[src/rtl/tgcd_pkg.sv]
// Types, register indexes and tetrahedron pattern tables for the decomposer.
// No dependencies; imported by every module of the block.
package tgcd_pkg;

  localparam int CELLS_W  = 10;
  localparam int LAT_W    = 11;
  localparam int VTX_W    = 30;
  localparam int TET_W    = 33;
  localparam int SLOT_W   = 3;
  localparam int CFG_IDX_W = 2;

  localparam logic [CELLS_W-1:0] CELLS_FIELD_MAX = '1;

  localparam logic [CFG_IDX_W-1:0] REG_CELLS_X     = 2'd0;
  localparam logic [CFG_IDX_W-1:0] REG_CELLS_Y     = 2'd1;
  localparam logic [CFG_IDX_W-1:0] REG_CELLS_Z     = 2'd2;
  localparam logic [CFG_IDX_W-1:0] REG_SPLIT_STYLE = 2'd3;

  localparam logic [SLOT_W-1:0] LAST_SLOT_FIVE = 3'd4;
  localparam logic [SLOT_W-1:0] LAST_SLOT_SIX  = 3'd5;

  typedef struct packed {
    logic [CELLS_W-1:0] cell_i;
    logic [CELLS_W-1:0] cell_j;
    logic [CELLS_W-1:0] cell_k;
  } tgcd_in_t;

  typedef struct packed {
    logic [TET_W-1:0] tet_index;
    logic [VTX_W-1:0] corner_a;
    logic [VTX_W-1:0] corner_b;
    logic [VTX_W-1:0] corner_c;
    logic [VTX_W-1:0] corner_d;
    logic             cell_error;
    logic             last_tet;
  } tgcd_out_t;

  // Clamped grid size and split style seen by the pipeline.
  typedef struct packed {
    logic [CELLS_W-1:0] nx;
    logic [CELLS_W-1:0] ny;
    logic [CELLS_W-1:0] nz;
    logic               six;
  } tgcd_cfg_t;

  // One decoded cell: eight lattice corner indices and its first tet index.
  typedef struct packed {
    logic                  err;
    logic                  six;
    logic                  odd;
    logic [TET_W-1:0]      base;
    logic [7:0][VTX_W-1:0] vtx;
  } tgcd_cell_t;

  typedef logic [2:0] corner_t;
  typedef corner_t [0:3] tet_corners_t;

  localparam tet_corners_t FIVE_EVEN_TETS [0:4] = '{
    '{3'd4, 3'd6, 3'd1, 3'd3}, '{3'd6, 3'd3, 3'd4, 3'd7}, '{3'd1, 3'd3, 3'd0, 3'd4},
    '{3'd3, 3'd1, 3'd2, 3'd6}, '{3'd4, 3'd1, 3'd6, 3'd5}};
  localparam tet_corners_t FIVE_ODD_TETS [0:4] = '{
    '{3'd7, 3'd0, 3'd2, 3'd5}, '{3'd2, 3'd3, 3'd0, 3'd7}, '{3'd5, 3'd7, 3'd0, 3'd4},
    '{3'd7, 3'd2, 3'd6, 3'd5}, '{3'd0, 3'd1, 3'd2, 3'd5}};
  localparam tet_corners_t SIX_TETS [0:5] = '{
    '{3'd0, 3'd4, 3'd6, 3'd7}, '{3'd6, 3'd0, 3'd5, 3'd4}, '{3'd1, 3'd0, 3'd5, 3'd6},
    '{3'd1, 3'd2, 3'd0, 3'd6}, '{3'd0, 3'd6, 3'd2, 3'd3}, '{3'd6, 3'd3, 3'd0, 3'd7}};

  function automatic tet_corners_t tet_pattern(logic six, logic odd, logic [SLOT_W-1:0] slot);
    tet_corners_t pat;
    pat = SIX_TETS[0];
    if (six) begin
      if (slot <= LAST_SLOT_SIX) pat = SIX_TETS[slot];
    end else if (slot <= LAST_SLOT_FIVE) begin
      pat = odd ? FIVE_ODD_TETS[slot] : FIVE_EVEN_TETS[slot];
    end
    return pat;
  endfunction

endpackage

[src/rtl/tgcd_index_pipe.sv]
// Five-stage index pipeline: range check, lattice and cell index products,
// eight corner indices and the first tet index of each cell. Uses tgcd_pkg.
module tgcd_index_pipe (
  input  logic                   clk,
  input  logic                   rst_n,
  input  tgcd_pkg::tgcd_cfg_t    cfg,
  input  logic                   in_valid,
  output logic                   in_stall,
  input  tgcd_pkg::tgcd_in_t     in_data,
  output logic                   cell_valid,
  input  logic                   cell_stall,
  output tgcd_pkg::tgcd_cell_t   cell_data
);
  import tgcd_pkg::*;

  logic s1_v_r, s2_v_r, s3_v_r, s4_v_r, s5_v_r;
  logic adv1, adv2, adv3, adv4, adv5;

  // stage 1
  logic [CELLS_W-1:0] s1_ci_r, s1_cj_r, s1_ck_r, s1_ny_r, s1_nz_r;
  logic [LAT_W-1:0]   s1_py_r, s1_pz_r;
  logic               s1_six_r, s1_odd_r, s1_err_r;
  // stage 2
  logic [20:0]        s2_a_r;
  logic [19:0]        s2_b_r;
  logic [21:0]        s2_pp_r;
  logic [CELLS_W-1:0] s2_cj_r, s2_ck_r, s2_nz_r;
  logic [LAT_W-1:0]   s2_pz_r;
  logic               s2_six_r, s2_odd_r, s2_err_r;
  // stage 3
  logic [VTX_W-1:0]   s3_a_r, s3_b_r;
  logic [CELLS_W-1:0] s3_ck_r;
  logic [LAT_W-1:0]   s3_pz_r;
  logic [21:0]        s3_pp_r;
  logic               s3_six_r, s3_odd_r, s3_err_r;
  // stage 4
  logic [VTX_W-1:0]   s4_v0_r, s4_cell_r;
  logic [21:0]        s4_pp_r, s4_ppz_r;
  logic [LAT_W-1:0]   s4_pz_r;
  logic               s4_six_r, s4_odd_r, s4_err_r;
  // stage 5
  tgcd_cell_t         s5_r;

  logic [20:0] a1_sum;
  logic [19:0] b1_sum;
  logic [TET_W-1:0] cell_ext;
  logic [VTX_W-1:0] vtx_nxt [8];

  assign adv5 = !s5_v_r || !cell_stall;
  assign adv4 = !s4_v_r || adv5;
  assign adv3 = !s3_v_r || adv4;
  assign adv2 = !s2_v_r || adv3;
  assign adv1 = !s1_v_r || adv2;
  assign in_stall = !rst_n || !adv1;

  assign cell_valid = s5_v_r;
  assign cell_data  = s5_r;

  always_ff @(posedge clk) begin
    if (!rst_n) begin
      s1_v_r <= 1'b0;
      s2_v_r <= 1'b0;
      s3_v_r <= 1'b0;
      s4_v_r <= 1'b0;
      s5_v_r <= 1'b0;
    end else begin
      if (adv1) s1_v_r <= in_valid;
      if (adv2) s2_v_r <= s1_v_r;
      if (adv3) s3_v_r <= s2_v_r;
      if (adv4) s4_v_r <= s3_v_r;
      if (adv5) s5_v_r <= s4_v_r;
    end
  end

  always_comb begin
    a1_sum   = s2_a_r + 21'(s2_cj_r);
    b1_sum   = s2_b_r + 20'(s2_cj_r);
    cell_ext = TET_W'(s4_cell_r);
    for (int c = 0; c < 8; c++) begin
      logic [21:0] off;
      unique case ({c[0] ^ c[1], c[1]})
        2'b00:   off = '0;
        2'b10:   off = s4_pp_r;
        2'b01:   off = 22'(s4_pz_r);
        default: off = s4_ppz_r;
      endcase
      vtx_nxt[c] = s4_v0_r + VTX_W'(off) + VTX_W'(c[2]);
    end
  end

  always_ff @(posedge clk) begin
    if (adv1) begin
      s1_ci_r  <= in_data.cell_i;
      s1_cj_r  <= in_data.cell_j;
      s1_ck_r  <= in_data.cell_k;
      s1_ny_r  <= cfg.ny;
      s1_nz_r  <= cfg.nz;
      s1_py_r  <= LAT_W'(cfg.ny) + LAT_W'(1);
      s1_pz_r  <= LAT_W'(cfg.nz) + LAT_W'(1);
      s1_six_r <= cfg.six;
      s1_odd_r <= in_data.cell_i[0] ^ in_data.cell_j[0] ^ in_data.cell_k[0];
      s1_err_r <= (in_data.cell_i >= cfg.nx) || (in_data.cell_j >= cfg.ny) ||
                  (in_data.cell_k >= cfg.nz);
    end
    if (adv2) begin
      s2_a_r   <= 21'(s1_ci_r * s1_py_r);
      s2_b_r   <= 20'(s1_ci_r * s1_ny_r);
      s2_pp_r  <= 22'(s1_py_r * s1_pz_r);
      s2_cj_r  <= s1_cj_r;
      s2_ck_r  <= s1_ck_r;
      s2_nz_r  <= s1_nz_r;
      s2_pz_r  <= s1_pz_r;
      s2_six_r <= s1_six_r;
      s2_odd_r <= s1_odd_r;
      s2_err_r <= s1_err_r;
    end
    if (adv3) begin
      s3_a_r   <= VTX_W'(a1_sum * s2_pz_r);
      s3_b_r   <= VTX_W'(b1_sum * s2_nz_r);
      s3_ck_r  <= s2_ck_r;
      s3_pz_r  <= s2_pz_r;
      s3_pp_r  <= s2_pp_r;
      s3_six_r <= s2_six_r;
      s3_odd_r <= s2_odd_r;
      s3_err_r <= s2_err_r;
    end
    if (adv4) begin
      s4_v0_r   <= s3_a_r + VTX_W'(s3_ck_r);
      s4_cell_r <= s3_b_r + VTX_W'(s3_ck_r);
      s4_pp_r   <= s3_pp_r;
      s4_ppz_r  <= s3_pp_r + 22'(s3_pz_r);
      s4_pz_r   <= s3_pz_r;
      s4_six_r  <= s3_six_r;
      s4_odd_r  <= s3_odd_r;
      s4_err_r  <= s3_err_r;
    end
    if (adv5) begin
      s5_r.err  <= s4_err_r;
      s5_r.six  <= s4_six_r;
      s5_r.odd  <= s4_odd_r;
      s5_r.base <= s4_six_r ? (cell_ext << 2) + (cell_ext << 1) : (cell_ext << 2) + cell_ext;
      for (int c = 0; c < 8; c++) begin
        s5_r.vtx[c] <= vtx_nxt[c];
      end
    end
  end

endmodule

[src/rtl/tgcd_emitter.sv]
// Holds one decoded cell; issues its tetrahedra one per cycle unless stalled,
// into a registered output stage. Uses tgcd_pkg for cell record and patterns.
module tgcd_emitter (
  input  logic                 clk,
  input  logic                 rst_n,
  input  logic                 cell_valid,
  output logic                 cell_stall,
  input  tgcd_pkg::tgcd_cell_t cell_data,
  output logic                 out_valid,
  input  logic                 out_stall,
  output tgcd_pkg::tgcd_out_t  out_data
);
  import tgcd_pkg::*;

  logic              hold_v_r;
  tgcd_cell_t        hold_r;
  logic [SLOT_W-1:0] slot_r, slot_nxt;
  logic              out_v_r;
  tgcd_out_t         out_r, out_nxt;

  logic         out_free, fire, last, hold_ready;
  tet_corners_t pat;

  assign out_free   = !out_v_r || !out_stall;
  assign fire       = hold_v_r && out_free;
  assign last       = hold_r.err || (slot_r == (hold_r.six ? LAST_SLOT_SIX : LAST_SLOT_FIVE));
  assign hold_ready = !hold_v_r || (fire && last);
  assign cell_stall = !hold_ready;
  assign slot_nxt   = last ? '0 : slot_r + SLOT_W'(1);

  assign out_valid = out_v_r;
  assign out_data  = out_r;

  always_comb begin
    pat = tet_pattern(hold_r.six, hold_r.odd, slot_r);
    out_nxt = '0;
    if (hold_r.err) begin
      out_nxt.cell_error = 1'b1;
      out_nxt.last_tet   = 1'b1;
    end else begin
      out_nxt.tet_index = hold_r.base + TET_W'(slot_r);
      out_nxt.corner_a  = hold_r.vtx[pat[0]];
      out_nxt.corner_b  = hold_r.vtx[pat[1]];
      out_nxt.corner_c  = hold_r.vtx[pat[2]];
      out_nxt.corner_d  = hold_r.vtx[pat[3]];
      out_nxt.last_tet  = last;
    end
  end

  always_ff @(posedge clk) begin
    if (!rst_n) begin
      hold_v_r <= 1'b0;
      slot_r   <= '0;
      out_v_r  <= 1'b0;
    end else begin
      if (hold_ready) begin
        hold_v_r <= cell_valid;
      end
      if (fire) begin
        slot_r  <= slot_nxt;
        out_v_r <= 1'b1;
      end else if (out_free) begin
        out_v_r <= 1'b0;
      end
    end
  end

  always_ff @(posedge clk) begin
    if (hold_ready && cell_valid) hold_r <= cell_data;
    if (fire) out_r <= out_nxt;
  end

endmodule

[src/rtl/tet_grid_cell_decomposer_top.sv]
// Tet grid cell decomposer: splits one grid cell (i,j,k) into five or six
// tetrahedra and issues one transaction per tetrahedron with its global index
// and four lattice vertex indices; a cell outside the grid gives a single
// error transaction. A cell passes a five-stage index pipeline, the cell hold
// register and the output register before its first result leaves. The
// output stage issues one result per cycle while out_stall is low: six per cell
// in six-tet style, five in five-tet style, one when out of range; it sets the
// sustained rate, and the index pipeline keeps up to five further cells behind
// it. The user must write grid size and style through the cfg port while no
// transaction is in flight; the block does not check it. Depends on tgcd_pkg.
module tet_grid_cell_decomposer_top #(
  parameter int MAX_CELLS_PER_AXIS = 1023
) (
  input  logic                             clk,
  input  logic                             rst_n,
  input  logic                             cfg_wr_en,
  input  logic [tgcd_pkg::CFG_IDX_W-1:0]   cfg_index,
  input  logic [tgcd_pkg::CELLS_W-1:0]     cfg_wdata,
  input  logic                             in_valid,
  output logic                             in_stall,
  input  tgcd_pkg::tgcd_in_t               in_data,
  output logic                             out_valid,
  input  logic                             out_stall,
  output tgcd_pkg::tgcd_out_t              out_data
);
  import tgcd_pkg::*;

  localparam logic [CELLS_W-1:0] CELLS_CLAMP =
    (MAX_CELLS_PER_AXIS >= int'(CELLS_FIELD_MAX)) ? CELLS_FIELD_MAX
                                                 : CELLS_W'(MAX_CELLS_PER_AXIS);

  logic [CELLS_W-1:0] cells_x_r, cells_y_r, cells_z_r;
  logic               split_style_r;
  tgcd_cfg_t          cfg;

  logic       cell_valid, cell_stall;
  tgcd_cell_t cell_data;

  always_ff @(posedge clk) begin
    if (!rst_n) begin
      cells_x_r     <= CELLS_W'(1);
      cells_y_r     <= CELLS_W'(1);
      cells_z_r     <= CELLS_W'(1);
      split_style_r <= 1'b0;
    end else if (cfg_wr_en) begin
      unique case (cfg_index)
        REG_CELLS_X:     cells_x_r     <= cfg_wdata;
        REG_CELLS_Y:     cells_y_r     <= cfg_wdata;
        REG_CELLS_Z:     cells_z_r     <= cfg_wdata;
        REG_SPLIT_STYLE: split_style_r <= cfg_wdata[0];
        default: ;
      endcase
    end
  end

  always_comb begin
    cfg.nx  = (cells_x_r > CELLS_CLAMP) ? CELLS_CLAMP : cells_x_r;
    cfg.ny  = (cells_y_r > CELLS_CLAMP) ? CELLS_CLAMP : cells_y_r;
    cfg.nz  = (cells_z_r > CELLS_CLAMP) ? CELLS_CLAMP : cells_z_r;
    cfg.six = split_style_r;
  end

  tgcd_index_pipe u_index_pipe (
    .clk        (clk),
    .rst_n      (rst_n),
    .cfg        (cfg),
    .in_valid   (in_valid),
    .in_stall   (in_stall),
    .in_data    (in_data),
    .cell_valid (cell_valid),
    .cell_stall (cell_stall),
    .cell_data  (cell_data)
  );

  tgcd_emitter u_emitter (
    .clk        (clk),
    .rst_n      (rst_n),
    .cell_valid (cell_valid),
    .cell_stall (cell_stall),
    .cell_data  (cell_data),
    .out_valid  (out_valid),
    .out_stall  (out_stall),
    .out_data   (out_data)
  );

endmodule

[config.mk]
export PLATFORM = sky130hd
export DESIGN_NAME = tet_grid_cell_decomposer_top
export DESIGN_NICKNAME = d
export VERILOG_FILES = /design/src/rtl/tgcd_pkg.sv /design/src/rtl/tgcd_index_pipe.sv /design/src/rtl/tgcd_emitter.sv /design/src/rtl/tet_grid_cell_decomposer_top.sv
export SDC_FILE = /design/constraint.sdc
export NUM_CORES = 2
export LEC_CHECK = 0
export ABC_AREA = 1
export ABC_CLOCK_PERIOD_IN_PS = 31500
export BUFFER_PORTS_ARGS = -buffer_cell sky130_fd_sc_hd__buf_2
export CORE_MARGIN = 3
export CORE_UTILIZATION = 62
export CTS_BUF_LIST = sky130_fd_sc_hd__clkbuf_2 sky130_fd_sc_hd__clkbuf_4 sky130_fd_sc_hd__clkbuf_8
export CTS_CLUSTER_SIZE = 40
export DETAILED_ROUTE_END_ITERATION = 8
export GPL_ROUTABILITY_DRIVEN = 1
export PLACE_DENSITY_LB_ADDON = 0.08
export SYNTH_ARGS = -nofsm -noshare
export SYNTH_HDL_FRONTEND = slang
export SYNTH_SLANG_ARGS = --single-unit
export TNS_END_PERCENT = 5
[constraint.sdc]
create_clock -name clk -period 31.5 [get_ports clk]
set_clock_uncertainty 0.1 [all_clocks]
set_input_delay 1.575 -clock clk [delete_from_list [all_inputs] [get_ports clk]]
set_output_delay 1.575 -clock clk [all_outputs]
set_load 0.005 [all_outputs]
==> key figures <==
Clock network
  • Clock tree from TritonCTS: built
  • Number of clock sinks seen by CTS: between 1000 and 1500
  • Root buffer cell: clkbuf_8
  • Clock-pin slew reported for the worst setup and hold paths after clock tree synthesis: around 0.06 ns
  • Worst-case clock buffer depth: 3
  • Quantity of hold-fixing buffers added after cts: 0
  • Clk_lat worst skew: between 0.9 and 1 ns
  • Clock buffers created by TritonCTS: between 150 and 200
  • Gates resized, CTS repair: 0
  • H-tree level count: 4
  • Post-CTS Repair Setup Buffers: 0

STA
  • Number of endpoints failing setup at the final stage: 0
  • Setup TNS Final: 0 ns
  • Actual transition at the worst max-transition pin: 1.136 ns
  • RSZ-0062 raised after global routing: no
  • Number of hold violations in the final report: 0
  • Slew margin rel.: between 20% and 30%
  • Slack of the critical path: between 20 and 25 ns
  • Minimum period implied by the final worst setup slack: 7.387 ns
  • Fmax: 135.4 MHz
  • Final slew viol count: 0
  • Part of the cycle the worst path needs: approximately a quarter

Synth
  • Ys async rst share: 0%
  • Largest area contributor in the synthesized netlist: edfxtp_1
  • Most used flip-flop cell after synthesis: edfxtp_1
  • Most frequent cell after synthesis: nand2_1
  • Post-synth EDFFs: around 1100
  • Mapped Avg Cell Area: slightly below 9 sq um
  • Ranking of synthesized cells by area: edfxtp_1 40%, fa_1 13%, nand2_1 9.5%, ha_1 7.1%, inv_1 7.1%
  • Post-Synthesis Cell Area: between 80000 and 90000 sq um
  • Fraction of the yosys area taken by sequential cells: between 40% and 50%
  • Synth unique cells: 73
  • Number of warnings printed during yosys synthesis: 0
  • Post-synth top area share: between 30% and 40%
  • Synth top cells by count: 2129 x nand2_1, 1596 x inv_1, 1113 x edfxtp_1, 691 x nor2_1, 605 x a21oi_1
  • Synthesized flop and latch total: about 1200
  • Cell count after synthesis: 9524
  • Net count after synthesis: roughly 11000

Critical path
  • Worst Path Class, Setup: reg2reg
  • Highest fanout seen on the critical path: 9
  • FF-to-FF setup slack: approximately 24 ns
  • Type of element launching the critical path: flip-flop
  • Cell depth of the worst flop-to-flop path: 27
  • Critical path destination: u_index_pipe.s3_a_r[27]
  • Cell with the most instances on the worst path: fa_1
  • Required time of the critical path: 32.10 ns
  • Crit path largest cell delay: slightly below 0.8 ns
  • Cell with the largest stage delay on the worst path: xnor2_1
  • Startpoint of the worst setup timing path: u_index_pipe.s2_cj_r[0]
  • Endpoint type of the worst setup path: flip-flop
  • Reg2reg start: u_index_pipe.s2_cj_r[0]
  • Signal arrival time at the worst endpoint: ~8 ns
  • Destination of the worst register-to-register timing path: u_index_pipe.s3_a_r[27]

Pwr
  • Seq pwr share: around 37%
  • Max rail drop VDD: 0.06301 mV
  • Cell area power density: 68.98 nW/um^2
  • Switching Fraction: between 40% and 50%
  • Net Switching: 0.002602 W
  • Comb power frac: between 40% and 50%
  • Power share of the clock group: a little over a fifth
  • Cell-internal power: approximately 0.0037 W
  • Total leakage power: 42.73 nW

Floorplan
  • Die Span Y: 375.1 um
  • Die W: around 380 um
  • Total core area: between 100000 and 150000 sq um
  • Standard-cell rows: 134
  • IO Pins: roughly 200
  • Starting utilization of the core area: a little over three fifths
  • Die ar.: about 140000 sq um

Placement
  • Count of port buffers added during placement: 203
  • Setup slack after placement: 24.13 ns
  • DP HPWL: about 190000 um
  • Placer congestion estimate: about 0.98

Flow run
  • Max cap viols: 0

Hold path
  • Path category of the worst min-delay check: reg2reg
  • Worst hold start: u_index_pipe.cell_data[163]

Drt
  • Detail-routed via count per cell: ~5.8
  • Number of iterations in the first detailed-routing pass: 9
  • Overall routed net length: 246100 um
  • Overall via count from detail_route: slightly below 70000
  • DRC violations left: 1
  • Antenna-violating nets left: 0
  • Wire length per cell: approximately 21 um
  • Count of routing violations after the opening detailed-route iteration: around 7400

Global route
  • Pin count of the biggest net entering global routing: around 170
  • GRT overflow: 0
  • Global-route wire length before repair: 377500 um
  • Number of antenna violations at the first check in global routing: 10
  • GRT Util Overall: 34.97%
  • Vias in the first global route: ~66000

Cells and area
  • Net count reported at finish: about 11000
  • Share of cells above drive strength 1: about 7.7%
  • Synthesis-to-finish area growth: 7.533%

Outcome
  • Run status: finished, violations left
  • Violations in the final reports: design-rule violations
registers in the layout (all words and copies together) (netlist names), 11 cells and up:
name	cells
u_emitter.out_data	155
u_index_pipe.s4_pz_r	11
u_index_pipe.s2_pp_r	22
u_index_pipe.s4_cell_r	30
u_index_pipe.s2_a_r	21
u_index_pipe.s3_b_r	30
u_index_pipe.s3_pp_r	22
u_index_pipe.s1_pz_r	11
u_index_pipe.s4_pp_r	22
u_index_pipe.s3_a_r	30
u_index_pipe.s2_b_r	20
u_index_pipe.s4_v0_r	30
u_index_pipe.s2_pz_r	11
u_index_pipe.s4_ppz_r	22
u_index_pipe.cell_data	276
u_emitter.hold_r	276
u_index_pipe.s1_py_r	11
u_index_pipe.s3_pz_r	11
metal layers:
metal	up-vias	GRT usage (%)	wire [um]	share of wire, %
met2	3527	56.18	112900	46
li1	31330	-	-	-
met4	8	19.09	15630	6.3
met3	785	6.989	22920	9.3
met1	31800	44.87	94580	38
met5	-	0	90	0.037
layout by cell type (no fill, tap or decap), types with 40 or more instances in the layout:
master,n
a211oi_1,67
a21oi_1,605
a31oi_1,171
buf_2,203
buf_4,57
clkbuf_4,51
clkbuf_8,192
clkinv_1,43
dfxtp_1,41
edfxtp_1,1113
fa_1,533
ha_1,481
inv_1,1592
nand2_1,2122
nand3_1,297
nand4_1,110
nor2_1,690
nor3_1,133
o21ai_0,495
o21ai_1,54
or2_2,40
xnor2_1,101
xor2_1,239
power by group through the flow:
stage,clock network (W),logic (W),registers (W)
finish,0.00134,0.00260,0.00233
global route,0.00143,0.00290,0.00234
CTS,0.00136,0.00256,0.00232
detailed placement,0,0.00255,0.00235
global placement,0,0.00249,0.00234
floorplan,0,0.00186,0.00222
kinds of logic after synthesis:
group	count (synthesis)	share of synthesized area (%)
AO/OA/AOI/OAI	1496	9.657
XOR/XNOR	347	3.673
adder cells (fa/ha/maj)	1014	19.76
buffers and inverters	1958	8.804
flip-flops	1154	40.54
multiplexers	1	0.01333
AND/OR/NAND/NOR	3554	17.56
final cells by class:
class / count / area [sq um]
multi-input cells: 6412 / 42900
flip-flops and latches: 1154 / 34240
repair buffers: 262 / 1484
diodes: 9 / 22.52
inverters: 1627 / 6122
clock buffers: 243 / 3025
clock inverters: 102 / 827.0
fillers: 10710 / 43460
well taps: 1768 / 2212
stage by stage:
step	area [sq um]	hold slack [ns]	power (W)	util (%)	cells
2_1_floorplan	84470	0.3003	0.004079	-	9524
3_3_place_gp	86960	0.3007	0.004837	64.75	11220
3_5_place_dp	86960	0.3045	0.004900	64.75	11220
4_1_cts	90810	0.2887	0.006244	67.62	11570
5_1_grt	90820	0.2921	0.006672	67.63	11570
6_report	90840	0.2935	0.006266	67.64	11580
worst min path at each step:
stage,endpoint,slack [ns],depth (start not counted)
after floorplan,u_emitter.hold_r[0],0.30,0
after global placement,u_emitter.hold_r[60],0.30,0
after detailed placement,u_emitter.hold_r[142],0.30,0
after CTS,u_emitter.hold_r[70],0.29,0
after global routing,u_emitter.hold_r[70],0.29,0
final,u_emitter.hold_r[163],0.29,0
worst max-delay path, delay by kind of cell (launching register included):
kind / cells / cell delay [ns]
adder cells (fa/ha/maj): 8 / 3.45
AO/OA/AOI/OAI: 5 / 1.12
AND/OR/NAND/NOR: 8 / 1.05
XOR/XNOR: 1 / 0.79
flip-flops: 1 / 0.38
buffers and inverters: 5 / 0.27
Power figures use the tool's default switching activity.
